==> src/rtl/core/wws_pkg.sv <==
// wws_pkg: shared constants, output selector codes and the command and status
// structs that join the whole-word substituter controller and datapath
// no dependencies
package wws_pkg;

   localparam int MAX_WORD_DEFAULT = 8;

   localparam int CHAR_W   = 8;
   localparam int WORD_W   = 64;
   localparam int LEN_W    = 4;
   localparam int CSR_IDX_W = 8;
   localparam int REP_MAX  = 8;

   localparam logic [CHAR_W-1:0] CHAR_UPPER_A = 8'd65;
   localparam logic [CHAR_W-1:0] CHAR_UPPER_Z = 8'd90;
   localparam logic [CHAR_W-1:0] CHAR_LOWER_A = 8'd97;
   localparam logic [CHAR_W-1:0] CHAR_LOWER_Z = 8'd122;

   localparam logic [CSR_IDX_W-1:0] CSR_TARGET_WORD        = 8'd0;
   localparam logic [CSR_IDX_W-1:0] CSR_TARGET_LENGTH      = 8'd1;
   localparam logic [CSR_IDX_W-1:0] CSR_REPLACEMENT_WORD   = 8'd2;
   localparam logic [CSR_IDX_W-1:0] CSR_REPLACEMENT_LENGTH = 8'd3;

   localparam logic [1:0] OUT_REQ  = 2'd0;
   localparam logic [1:0] OUT_WORD = 2'd1;
   localparam logic [1:0] OUT_HOLD = 2'd2;

   typedef struct packed {
      logic       load_out;
      logic [1:0] out_sel;
      logic       out_last;
      logic       store_letter;
      logic       start_flush;
      logic       flush_replace;
      logic       step_idx;
      logic       clear_count;
      logic       set_pass;
      logic       clear_pass;
   } wws_cmd_type;

   typedef struct packed {
      logic out_free;
      logic is_letter;
      logic pass;
      logic full;
      logic empty;
      logic match;
      logic rep_zero;
      logic last;
   } wws_status_type;

endpackage

==> src/rtl/core/wws_ctrl.sv <==
// wws_ctrl: controller state machine of the whole-word substituter
// depends on wws_pkg; drives wws_datapath through wws_cmd_type
module wws_ctrl
   import wws_pkg::*;
(
   input  logic           clock,
   input  logic           reset,
   input  logic           req_valid,
   output logic           req_stall,
   input  wws_status_type status,
   output wws_cmd_type    cmd
);

   localparam logic [1:0] ST_IDLE = 2'd0;
   localparam logic [1:0] ST_EMIT = 2'd1;
   localparam logic [1:0] ST_TAIL = 2'd2;

   logic [1:0] state_ff;
   logic [1:0] state_in;
   logic       accept;

   assign req_stall = !((state_ff == ST_IDLE) && status.out_free);
   assign accept    = req_valid && !req_stall;

   always_comb begin
      cmd      = '0;
      state_in = state_ff;
      case (state_ff)
         ST_IDLE: begin
            if (accept) begin
               if (status.is_letter) begin
                  if (status.pass) begin
                     cmd.load_out = 1'b1;
                     cmd.out_sel  = OUT_REQ;
                     cmd.out_last = 1'b1;
                  end else if (!status.full) begin
                     cmd.store_letter = 1'b1;
                  end else begin
                     cmd.start_flush = 1'b1;
                     cmd.set_pass    = 1'b1;
                     state_in        = ST_EMIT;
                  end
               end else begin
                  if (status.pass || status.empty || (status.match && status.rep_zero)) begin
                     cmd.load_out    = 1'b1;
                     cmd.out_sel     = OUT_REQ;
                     cmd.out_last    = 1'b1;
                     cmd.clear_pass  = 1'b1;
                     cmd.clear_count = 1'b1;
                  end else begin
                     cmd.start_flush   = 1'b1;
                     cmd.flush_replace = status.match;
                     state_in          = ST_EMIT;
                  end
               end
            end
         end
         ST_EMIT: begin
            if (status.out_free) begin
               cmd.load_out = 1'b1;
               cmd.out_sel  = OUT_WORD;
               cmd.step_idx = 1'b1;
               if (status.last) begin
                  state_in = ST_TAIL;
               end
            end
         end
         ST_TAIL: begin
            if (status.out_free) begin
               cmd.load_out    = 1'b1;
               cmd.out_sel     = OUT_HOLD;
               cmd.out_last    = 1'b1;
               cmd.clear_count = 1'b1;
               state_in        = ST_IDLE;
            end
         end
         default: begin
            state_in = ST_IDLE;
         end
      endcase
   end

   always_ff @(posedge clock) begin
      if (reset) begin
         state_ff <= ST_IDLE;
      end else begin
         state_ff <= state_in;
      end
   end

endmodule

==> src/rtl/core/wws_datapath.sv <==
// wws_datapath: word buffer, counters, configuration registers, match logic
// and the result output register of the whole-word substituter
// depends on wws_pkg; commanded by wws_ctrl
module wws_datapath
   import wws_pkg::*;
#(
   parameter int MAX_WORD = MAX_WORD_DEFAULT
) (
   input  logic                 clock,
   input  logic                 reset,
   input  logic [CHAR_W-1:0]    req_char_in,
   input  logic                 rsp_stall,
   output logic                 rsp_valid,
   output logic [CHAR_W-1:0]    rsp_char_out,
   output logic                 rsp_from_replacement,
   output logic                 rsp_run_end,
   input  logic                 csr_valid,
   output logic                 csr_ready,
   input  logic [CSR_IDX_W-1:0] csr_index,
   input  logic [WORD_W-1:0]    csr_data,
   input  wws_cmd_type          cmd,
   output wws_status_type       status
);

   localparam int CNT_W = $clog2(MAX_WORD + 1);
   localparam int IDX_W = (MAX_WORD > 1) ? $clog2(MAX_WORD) : 1;
   localparam int EMIT_W = $clog2(REP_MAX);

   logic [CHAR_W-1:0] store_ff [MAX_WORD];
   logic [CNT_W-1:0]  count_ff;
   logic [CNT_W-1:0]  count_in;
   logic              pass_ff;
   logic              pass_in;
   logic [WORD_W-1:0] target_word_ff;
   logic [LEN_W-1:0]  target_len_ff;
   logic [WORD_W-1:0] rep_word_ff;
   logic [LEN_W-1:0]  rep_len_ff;
   logic [CHAR_W-1:0] hold_ff;
   logic              replace_ff;
   logic [EMIT_W-1:0] idx_ff;
   logic [EMIT_W-1:0] idx_in;
   logic [EMIT_W-1:0] n_last_ff;
   logic [EMIT_W-1:0] n_last_in;
   logic [LEN_W-1:0]  rep_len_eff;
   logic              rsp_valid_ff;
   logic [CHAR_W-1:0] char_out_ff;
   logic              from_rep_ff;
   logic              run_end_ff;
   logic [CHAR_W-1:0] word_byte;
   logic [CHAR_W-1:0] out_byte;
   logic              bytes_equal;

   assign csr_ready = 1'b1;

   // configuration registers
   always_ff @(posedge clock) begin
      if (reset) begin
         target_word_ff <= '0;
         target_len_ff  <= LEN_W'(1);
         rep_word_ff    <= '0;
         rep_len_ff     <= LEN_W'(1);
      end else if (csr_valid) begin
         case (csr_index)
            CSR_TARGET_WORD:        target_word_ff <= csr_data;
            CSR_TARGET_LENGTH:      target_len_ff  <= csr_data[LEN_W-1:0];
            CSR_REPLACEMENT_WORD:   rep_word_ff    <= csr_data;
            CSR_REPLACEMENT_LENGTH: rep_len_ff     <= csr_data[LEN_W-1:0];
            default: ;
         endcase
      end
   end

   // status
   always_comb begin
      status.is_letter = (req_char_in inside {[CHAR_UPPER_A:CHAR_UPPER_Z]})
                      || (req_char_in inside {[CHAR_LOWER_A:CHAR_LOWER_Z]});
      status.out_free  = !rsp_valid_ff || !rsp_stall;
      status.pass      = pass_ff;
      status.full      = (count_ff == CNT_W'(MAX_WORD));
      status.empty     = (count_ff == '0);
      status.rep_zero  = (rep_len_ff == '0);
      status.last      = (idx_ff == n_last_ff);
      bytes_equal      = 1'b1;
      for (int i = 0; i < MAX_WORD; i++) begin
         if ((CNT_W'(i) < count_ff)
               && (store_ff[i] != target_word_ff[8*i +: 8])) begin
            bytes_equal = 1'b0;
         end
      end
      status.match = !status.empty && (LEN_W'(count_ff) == target_len_ff) && bytes_equal;
   end

   assign rep_len_eff = (rep_len_ff > LEN_W'(REP_MAX)) ? LEN_W'(REP_MAX) : rep_len_ff;

   always_comb begin
      count_in  = count_ff;
      pass_in   = pass_ff;
      idx_in    = idx_ff;
      n_last_in = n_last_ff;
      if (cmd.store_letter) begin
         count_in = CNT_W'(count_ff + 1'b1);
      end
      if (cmd.clear_count) begin
         count_in = '0;
      end
      if (cmd.set_pass) begin
         pass_in = 1'b1;
      end
      if (cmd.clear_pass) begin
         pass_in = 1'b0;
      end
      if (cmd.start_flush) begin
         idx_in = '0;
         if (cmd.flush_replace) begin
            n_last_in = EMIT_W'(rep_len_eff - 1'b1);
         end else begin
            n_last_in = EMIT_W'(count_ff - 1'b1);
         end
      end
      if (cmd.step_idx) begin
         idx_in = EMIT_W'(idx_ff + 1'b1);
      end
   end

   always_ff @(posedge clock) begin
      if (reset) begin
         count_ff <= '0;
         pass_ff  <= 1'b0;
      end else begin
         count_ff <= count_in;
         pass_ff  <= pass_in;
      end
   end

   // word buffer and flush bookkeeping
   always_ff @(posedge clock) begin
      if (cmd.store_letter) begin
         store_ff[count_ff[IDX_W-1:0]] <= req_char_in;
      end
      if (cmd.start_flush) begin
         hold_ff    <= req_char_in;
         replace_ff <= cmd.flush_replace;
      end
      idx_ff    <= idx_in;
      n_last_ff <= n_last_in;
   end

   // output register
   always_comb begin
      if (replace_ff) begin
         word_byte = rep_word_ff[8*idx_ff +: 8];
      end else begin
         word_byte = store_ff[idx_ff[IDX_W-1:0]];
      end
      case (cmd.out_sel)
         OUT_WORD: out_byte = word_byte;
         OUT_HOLD: out_byte = hold_ff;
         default:  out_byte = req_char_in;
      endcase
   end

   always_ff @(posedge clock) begin
      if (reset) begin
         rsp_valid_ff <= 1'b0;
      end else if (cmd.load_out) begin
         rsp_valid_ff <= 1'b1;
      end else if (!rsp_stall) begin
         rsp_valid_ff <= 1'b0;
      end
   end

   always_ff @(posedge clock) begin
      if (cmd.load_out) begin
         char_out_ff <= out_byte;
         from_rep_ff <= (cmd.out_sel == OUT_WORD) && replace_ff;
         run_end_ff  <= cmd.out_last;
      end
   end

   assign rsp_valid            = rsp_valid_ff;
   assign rsp_char_out         = char_out_ff;
   assign rsp_from_replacement = from_rep_ff;
   assign rsp_run_end          = run_end_ff;

endmodule

==> src/rtl/core/whole_word_substituter_unit.sv <==
// whole_word_substituter_unit: top level of the whole-word find and replace block
// depends on wws_pkg, wws_ctrl and wws_datapath
//
// usage
//   req channel: one text byte per transfer on req_char_in, taken when req_valid
//   is high and req_stall low; letters are buffered, any other byte ends a word
//   rsp channel: output bytes with from_replacement and run_end flags, taken
//   when rsp_valid is high and rsp_stall low; run_end marks the last byte
//   produced by one input byte
//   csr channel: index and 64-bit data, always ready; 0 target word,
//   1 target length, 2 replacement word, 3 replacement length
// timing
//   a buffered letter produces nothing
//   a byte that ends a word of n letters, or a letter arriving on a full buffer,
//   flushes the word (replacement length, capped at 8, in place of n on a match)
//   one byte a cycle while rsp is not stalled, via the state and output registers;
//   any other byte is registered and appears in the cycle after acceptance
// reset clears the word count, passthrough flag and output valid and loads the
// default configuration; a stalled rsp holds the output register and req_stall
// rises until the output register is free again
module whole_word_substituter_unit
   import wws_pkg::*;
#(
   parameter int MAX_WORD = MAX_WORD_DEFAULT
) (
   input  logic                 clock,
   input  logic                 reset,
   input  logic                 req_valid,
   output logic                 req_stall,
   input  logic [CHAR_W-1:0]    req_char_in,
   output logic                 rsp_valid,
   input  logic                 rsp_stall,
   output logic [CHAR_W-1:0]    rsp_char_out,
   output logic                 rsp_from_replacement,
   output logic                 rsp_run_end,
   input  logic                 csr_valid,
   output logic                 csr_ready,
   input  logic [CSR_IDX_W-1:0] csr_index,
   input  logic [WORD_W-1:0]    csr_data
);

   wws_cmd_type    cmd;
   wws_status_type status;

   wws_ctrl u_ctrl (
      .clock     (clock),
      .reset     (reset),
      .req_valid (req_valid),
      .req_stall (req_stall),
      .status    (status),
      .cmd       (cmd)
   );

   wws_datapath #(
      .MAX_WORD (MAX_WORD)
   ) u_datapath (
      .clock                (clock),
      .reset                (reset),
      .req_char_in          (req_char_in),
      .rsp_stall            (rsp_stall),
      .rsp_valid            (rsp_valid),
      .rsp_char_out         (rsp_char_out),
      .rsp_from_replacement (rsp_from_replacement),
      .rsp_run_end          (rsp_run_end),
      .csr_valid            (csr_valid),
      .csr_ready            (csr_ready),
      .csr_index            (csr_index),
      .csr_data             (csr_data),
      .cmd                  (cmd),
      .status               (status)
   );

endmodule

==> config.mk <==
export PLATFORM = sky130hd
export DESIGN_NAME = whole_word_substituter_unit
export DESIGN_NICKNAME = d
export VERILOG_FILES = /design/src/rtl/core/wws_pkg.sv /design/src/rtl/core/wws_ctrl.sv /design/src/rtl/core/wws_datapath.sv /design/src/rtl/core/whole_word_substituter_unit.sv
export SDC_FILE = /design/constraint.sdc
export NUM_CORES = 1
export LEC_CHECK = 0
export BUFFER_PORTS_ARGS = -buffer_cell sky130_fd_sc_hd__buf_2
export CORE_ASPECT_RATIO = 1.1
export CORE_UTILIZATION = 55
export CTS_CLUSTER_DIAMETER = 200
export DETAILED_ROUTE_END_ITERATION = 8
export GPL_TIMING_DRIVEN = 0
export PLACE_DENSITY = 0.85
export SYNTH_ARGS = -nofsm -noshare
export SYNTH_HDL_FRONTEND = slang
export SYNTH_SLANG_ARGS = --single-unit
==> constraint.sdc <==
create_clock -name clock -period 4.3 [get_ports clock]
set_clock_uncertainty 0.15 [all_clocks]
set_input_delay 1.075 -clock clock [delete_from_list [all_inputs] [get_ports clock]]
set_output_delay 1.075 -clock clock [all_outputs]
set_load 0.02 [all_outputs]
---- Word-level counts from Yosys, hierarchy flattened ----
Memories as Yosys holds them, arrays and structs flattened. A register that Yosys moved wholly into a read port is not among the register bits.
Cells that the tools add are included.
storage, ports and cells
  memory bits (read-only) ................. 0
  register bits after elaboration ......... 169
  logic and storage cells ................. 149
  bits in latches ......................... 0
  output and inout port bits .............. 13
  input bits .............................. 85
  memories ................................ 1
  RAM bits ................................ 64
memory list
  name                 depth  width  rd ports  clocked after Yosys merged registers in  write ports  line                text
  u_datapath.store_ff  8      8      9         1                                        1            wws_datapath.sv:29  logic [CHAR_W-1:0] store_ff [MAX_WORD];
cells by class
  divide/modulo/power cells ............... 0
  order comparisons ....................... 13
  multiply operators ...................... 0
  bitwise logic cells ..................... 0
  muxes and demuxes ....................... 53
  reductions and logical operators ........ 36
  eq/ne operators ......................... 26
  shift-type cells ........................ 1
  $add $sub $neg .......................... 4
operators with widths
  operator                                                        number
  inequality test 8 bit                                           8
  indexed part select 64 x 7 -> 8 bit                             1
  2-to-1 mux 3 bit                                                8
  2-to-1 mux 1 bit                                                23
  2-to-1 mux 2 bit                                                11
  == test 8 x 2 -> 1 bit, second input constant                   2
  >= comparator 8 x 7 -> 1 bit, second input constant             2
  less-or-equal comparator 8 x 7 -> 1 bit, second input constant  2
  logical AND 1 bit                                               16
  less-than comparator 3 x 4 -> 1 bit, first input constant       4
  2-to-1 mux 4 bit                                                4
  one-hot mux 8 bit (2 select lines)                              1
  one-hot mux 3 bit (3 select lines)                              1
  == test 8 x 1 -> 1 bit, second input constant                   1
  logical NOT 4 bit                                               2
  logical NOT 8 bit                                               1
  less-than comparator 1 x 4 -> 1 bit, first input constant       2
  less-than comparator 2 x 4 -> 1 bit, first input constant       2
  2-to-1 mux 8 bit                                                1
  inequality test 2 x 1 -> 1 bit, second input constant           4
  AND reduction 2 bit                                             4
  2-to-1 mux 7 bit                                                1
  AND reduction 7 bit                                             1
  inequality test 3 bit, second input constant                    2
  other kinds (18)                                                29

---- Logic depth before layout (Yosys ltp) ----
An unclocked memory read counts as a cell.
  word-level depth ........................ 21
  mapped depth ............................ 12
  depth with buffers taken out ............ 12

---- Hierarchy ----
From an unflattened synthesis, not the netlist that was laid out.
second synthesis, totals
  cell total of the unflattened synthesis .. 1000
  area, all modules ....................... 10375.0 µm²
modules (own cells, without submodules)
  module        instances  area each (µm²)  cells an instance  sequential area each (µm²)
  wws_datapath  1          10110.9          964                5575.3
  wws_ctrl      1          264.0            36                 40.0

---- Worst setup path before layout ----
Ideal clock, no wire load.
  path kind ............................... in2reg
  start point ............................. input req_char_in[0]
  end point ............................... memory u_datapath.store_ff[0][0], enable pin
  path buffers ............................ 0
  setup time .............................. 383 ps
  required time ........................... 3767 ps
  arrival time ............................ 2996 ps
  cell stages on the path ................. 6
  setup slack ............................. 771 ps
  cells stage by stage .................... a21oi_1 o22ai_1 or3b_2 nor4_2 nand2_1 nor3_1
on the way
  word-level cells in the longest chain between the ends .. 8
  elaborated cells on any way between the ends .. 12
  those cells by class .................... 4 x order compare; 5 x mux; 3 x reduce/logical
RTL lines
  what                                                        line                                    text
  from (decl)                                                 whole_word_substituter_unit.sv:30       input logic [CHAR_W-1:0] req_char_in,
  >= comparator 8 x 7 -> 1 bit, or another cell as far along  wws_datapath.sv:75                      status.is_letter = (req_char_in inside {[CHAR_UPPER_A:CHAR_UPPER_Z]})
  logical AND 1 bit (on tied branches)                        wws_datapath.sv:75, wws_datapath.sv:76
  logical OR 1 bit (*)                                        wws_datapath.sv:76                      || (req_char_in inside {[CHAR_LOWER_A:CHAR_LOWER_Z]});
  2-to-1 mux 1 bit (*)                                        wws_ctrl.sv:31                          if (status.is_letter) begin
  2-to-1 mux 7 bit (*)                                        wws_ctrl.sv:30                          if (accept) begin
  2-to-1 mux 3 bit (*)                                        wws_ctrl.sv:28                          case (state_ff)
  2-to-1 mux 1 bit (*)                                        wws_datapath.sv:137                     if (cmd.store_letter) begin
  2-to-1 mux 1 bit (not written as such) (*)                  wws_datapath.sv:138                     store_ff[count_ff[IDX_W-1:0]] <= req_char_in;
  to (decl)                                                   wws_datapath.sv:29
Every way passes the cells marked *; elsewhere a longest branch is shown, timed or not.

---- Final worst setup path ----
  start point ............................. input req_char_in[2]
  end point ............................... memory u_datapath.store_ff[0][0], enable pin
The elaborated chain is that of the path after synthesis.

==> flow_metrics.py <==
metrics = {
    "die": {
        "fp.dieW_um": 132,
        "start_util_pct": 57.0,
        "dieArea_um2": 19100,
        "die_height_um": 145,
        "rows": 51,
        "ios": 98,
        "core_area_um2": 17900,
    },
    "clocking": {
        "postCtsHoldBufs": 0,
        "post_cts_resized": 0,
        "cts_htree_levels": 1,
        "cts_tree": "built",
        "clkLatencyLatePin_ns": 0.52,
        "cts_buffer_depth": 3,
        "cts_sinks": 236,
        "cts.clk_slew.worst_paths_ns": 0.06,
        "root_buffer": "clkbuf_16",
        "cts_buffers": 23,
        "cts_setup_buffers": 0,
    },
    "flow_run": {
        "max_cap_viol_count": 0,
    },
    "synthesis": {
        "syn_avg_cell_area_um2": 10.2,
        "yosysSeqAreaShare_pct": 54.9,
        "synthesis.instances": 1004,
        "syn-num-nets": 1095,
        "ys_types": 49,
        "ys_dominant_reg_cell": "dfxtp_1",
        "netlist_area_um2": 10200,
        "ys_ff_latch": 236,
        "ys_warn_count": 0,
        "synth-edff-count": 89,
        "async_flop_share_pct": 0,
    },
    "placement": {
        "routabilityCongestion": 1.04,
        "io_buffers": 95,
        "placed_cells": 1337,
        "dp_hpwl_um": 21300,
    },
    "layout": {
        "multi_input_area_um2": 4310,
        "num-nets-final": 1215,
        "layout_common_cells": "nand2_1, dfxtp_1, a21oi_1, buf_2, edfxtp_1",
        "fillCellCount": 1329,
        "antennaDiodeCount": 0,
        "regArea_um2": 5620,
        "instances_no_fill": 1379,
        "drive_gt1_share_pct": 17.2,
        "area_growth_pct": 15.1,
        "final_common_cell": "nand2_1",
    },
    "power_and_ir_drop": {
        "powerDensity_nw_per_um2": 391,
        "p_leak_nw": 4.26,
        "total_power_w": 0.00460,
        "vdd_drop_max_uv": 359,
    },
    "worst_setup_path": {
        "path_cells": "buf_2 -> or4_1 -> o22ai_1 -> or3b_2 -> nor4_2 -> nand2_1 -> nor3_1",
        "slowest_delay_ns": 0.98,
        "crit_arrival_ns": 3.94,
        "r2r_cells": 10,
        "crit_slowest_cell": "nor3_1",
        "crit_type": "input pin to flip-flop",
        "crit_required_ns": 4.28,
        "path_delay_family": "simple AND/OR/NAND/NOR gates",
        "crit_path_end_kind": "flip-flop",
        "worstPathMaxFanout": 12,
        "cp_num_buf_inv": 1,
        "cp-start-kind": "input pin",
        "path_depth": 7,
    },
    "timing": {
        "maxSlewHeadroom_pct": 18.8,
        "finalSetupTns_ns": 0,
        "fin_crit_ns": 3.96,
        "period_share_pct": 92.1,
        "drv_slew": 0,
        "setup_violations": 0,
        "rsz0062_at_grt": "no",
        "fmax_mhz": 253,
        "hold_viol": 0,
        "tightest_slew_ns": 1.21,
    },
    "detailed_routing": {
        "first_pass_iters": 6,
        "vias": 8435,
        "avgRoutedWirePerCell_um": 21.4,
        "drc": 0,
        "wl_um": 29500,
        "vias_per_cell": 6.12,
        "ant_nets": 0,
        "drt_iter0_drc": 885,
    },
    "global_route": {
        "grt_max_degree": 16,
        "grt-ovfl-total": 0,
        "grt_util_all_layers_pct": 30.6,
        "grt_pass1_vias": 8331,
        "grt_pass1_wl_um": 44600,
        "antenna_found_initial": 0,
    },
    "hold_path": {
        "hold_path_depth": 2,
        "hold_path_class": "flip-flop to flip-flop",
    },
    "outcome": {
        "outcome": "complete, no violations",
    },
}
## final timing paths
| kind | startpoint | to | slack, ns |
|---|---|---|---|
| worst max-delay path | req_char_in[2] | u_datapath.store_ff[0][0] | 0.34 |
| worst min register to register | u_datapath.rep_word_ff[36] | u_datapath.rep_word_ff[36] | 0.31 |
| worst max register to register | u_datapath.count_ff[1] | u_datapath.rsp_char_out[6] | 0.70 |
| worst min-delay path | u_datapath.rep_word_ff[36] | u_datapath.rep_word_ff[36] | 0.31 |
## worst min-delay path: stages (launching register included)
cell,delay (ns)
dfxtp_1,0.31
nand2_1,0.05
a21oi_1,0.05
## report_power, final
part	internal [W]	switching, W	total [W]
sequential	0.00233	0.00000772	0.00234
clock	0.00120	0.000867	0.00207
combinational	0.0000674	0.000131	0.000198
total	0.00360	0.00101	0.00460
## synth_stat cells (2+ instances only)
| cell type | n | area [µm²] |
|---|---|---|
| and2_1 | 3 | 18.8 |
| nand2_1 | 280 | 1050 |
| nand2b_1 | 4 | 25.0 |
| a22oi_1 | 8 | 60.1 |
| dfxtp_1 | 147 | 2940 |
| nor2_1 | 28 | 105 |
| clkbuf_1 | 38 | 143 |
| nand3b_1 | 4 | 30.0 |
| nand4_1 | 8 | 50.1 |
| o21a_1 | 2 | 15.0 |
| mux4_2 | 32 | 721 |
| inv_1 | 9 | 33.8 |
| or3_4 | 2 | 22.5 |
| edfxtp_1 | 89 | 2670 |
| a21oi_1 | 146 | 731 |
| mux2i_1 | 16 | 160 |
| o21ai_0 | 14 | 70.1 |
| ha_1 | 6 | 75.1 |
| nor2b_1 | 16 | 100 |
| nand3_1 | 6 | 30.0 |
| nor4_1 | 15 | 93.8 |
| buf_2 | 18 | 90.1 |
| buf_1 | 3 | 11.3 |
| xor2_1 | 51 | 447 |
| xnor2_1 | 23 | 201 |
| a21o_1 | 3 | 22.5 |
| a211oi_1 | 8 | 60.1 |
| a211o_1 | 2 | 17.5 |
| nor3_1 | 3 | 15.0 |
## metrics by stage
stage               utilization (%)  hold slack (ns)  worst slack [ns]  instance area (µm²)
floorplan                         -            0.283             0.771                10200
global placement               61.3            0.289          -0.00317                11000
detailed placement             61.3            0.298           -0.0759                11000
CTS                            65.7            0.307             0.426                11800
global route                   65.7            0.326             0.288                11800
finish                         65.7            0.308             0.340                11800
## flip-flops by register name (all words and copies together), names as in the netlist, named ones only
signal	flops
u_datapath.rsp_char_out	8
u_datapath.target_word_ff	64
u_datapath.rep_word_ff	64
u_datapath.pass_ff	1
u_datapath.n_last_ff	3
u_ctrl.state_ff	2
u_datapath.rsp_valid	1
u_datapath.rsp_from_replacement	1
u_datapath.replace_ff	1
u_datapath.hold_ff	8
u_datapath.idx_ff	3
u_datapath.rsp_run_end	1
u_datapath.target_len_ff	4
u_datapath.rep_len_ff	4
u_datapath.count_ff	4
u_datapath.store_ff	64
## cell type report
type | count | area share [%]
well taps | 238 | 2.53
clock inverters | 12 | 1.02
flip-flops and latches | 236 | 47.7
multi-input cells | 698 | 36.6
repair buffers | 95 | 4.04
inverters | 9 | 0.287
clock buffers | 30 | 5.55
plain buffers | 61 | 2.23
## metal layers
| layer | GRT usage [%] | part of all wire, % | up-vias |
|---|---|---|---|
| met5 | 0 | 0 | - |
| met4 | 18.3 | 6.1 | 0 |
| met3 | 5.87 | 10 | 131 |
| met2 | 51.9 | 49 | 560 |
| met1 | 36.0 | 35 | 4020 |
| li1 | - | - | 3724 |
## logic make-up after synthesis
logic type / after synthesis / synth area share (%)
multiplexers: 48 / 8.61
other: 1 / 0.0367
AO/OA/AOI/OAI: 190 / 10.5
XOR/XNOR: 74 / 6.34
flip-flops: 236 / 54.9
buffers and inverters: 70 / 2.90
adder cells (fa/ha/maj): 6 / 0.734
AND/OR/NAND/NOR: 379 / 16.0
(Power assumes the default switching activity.)
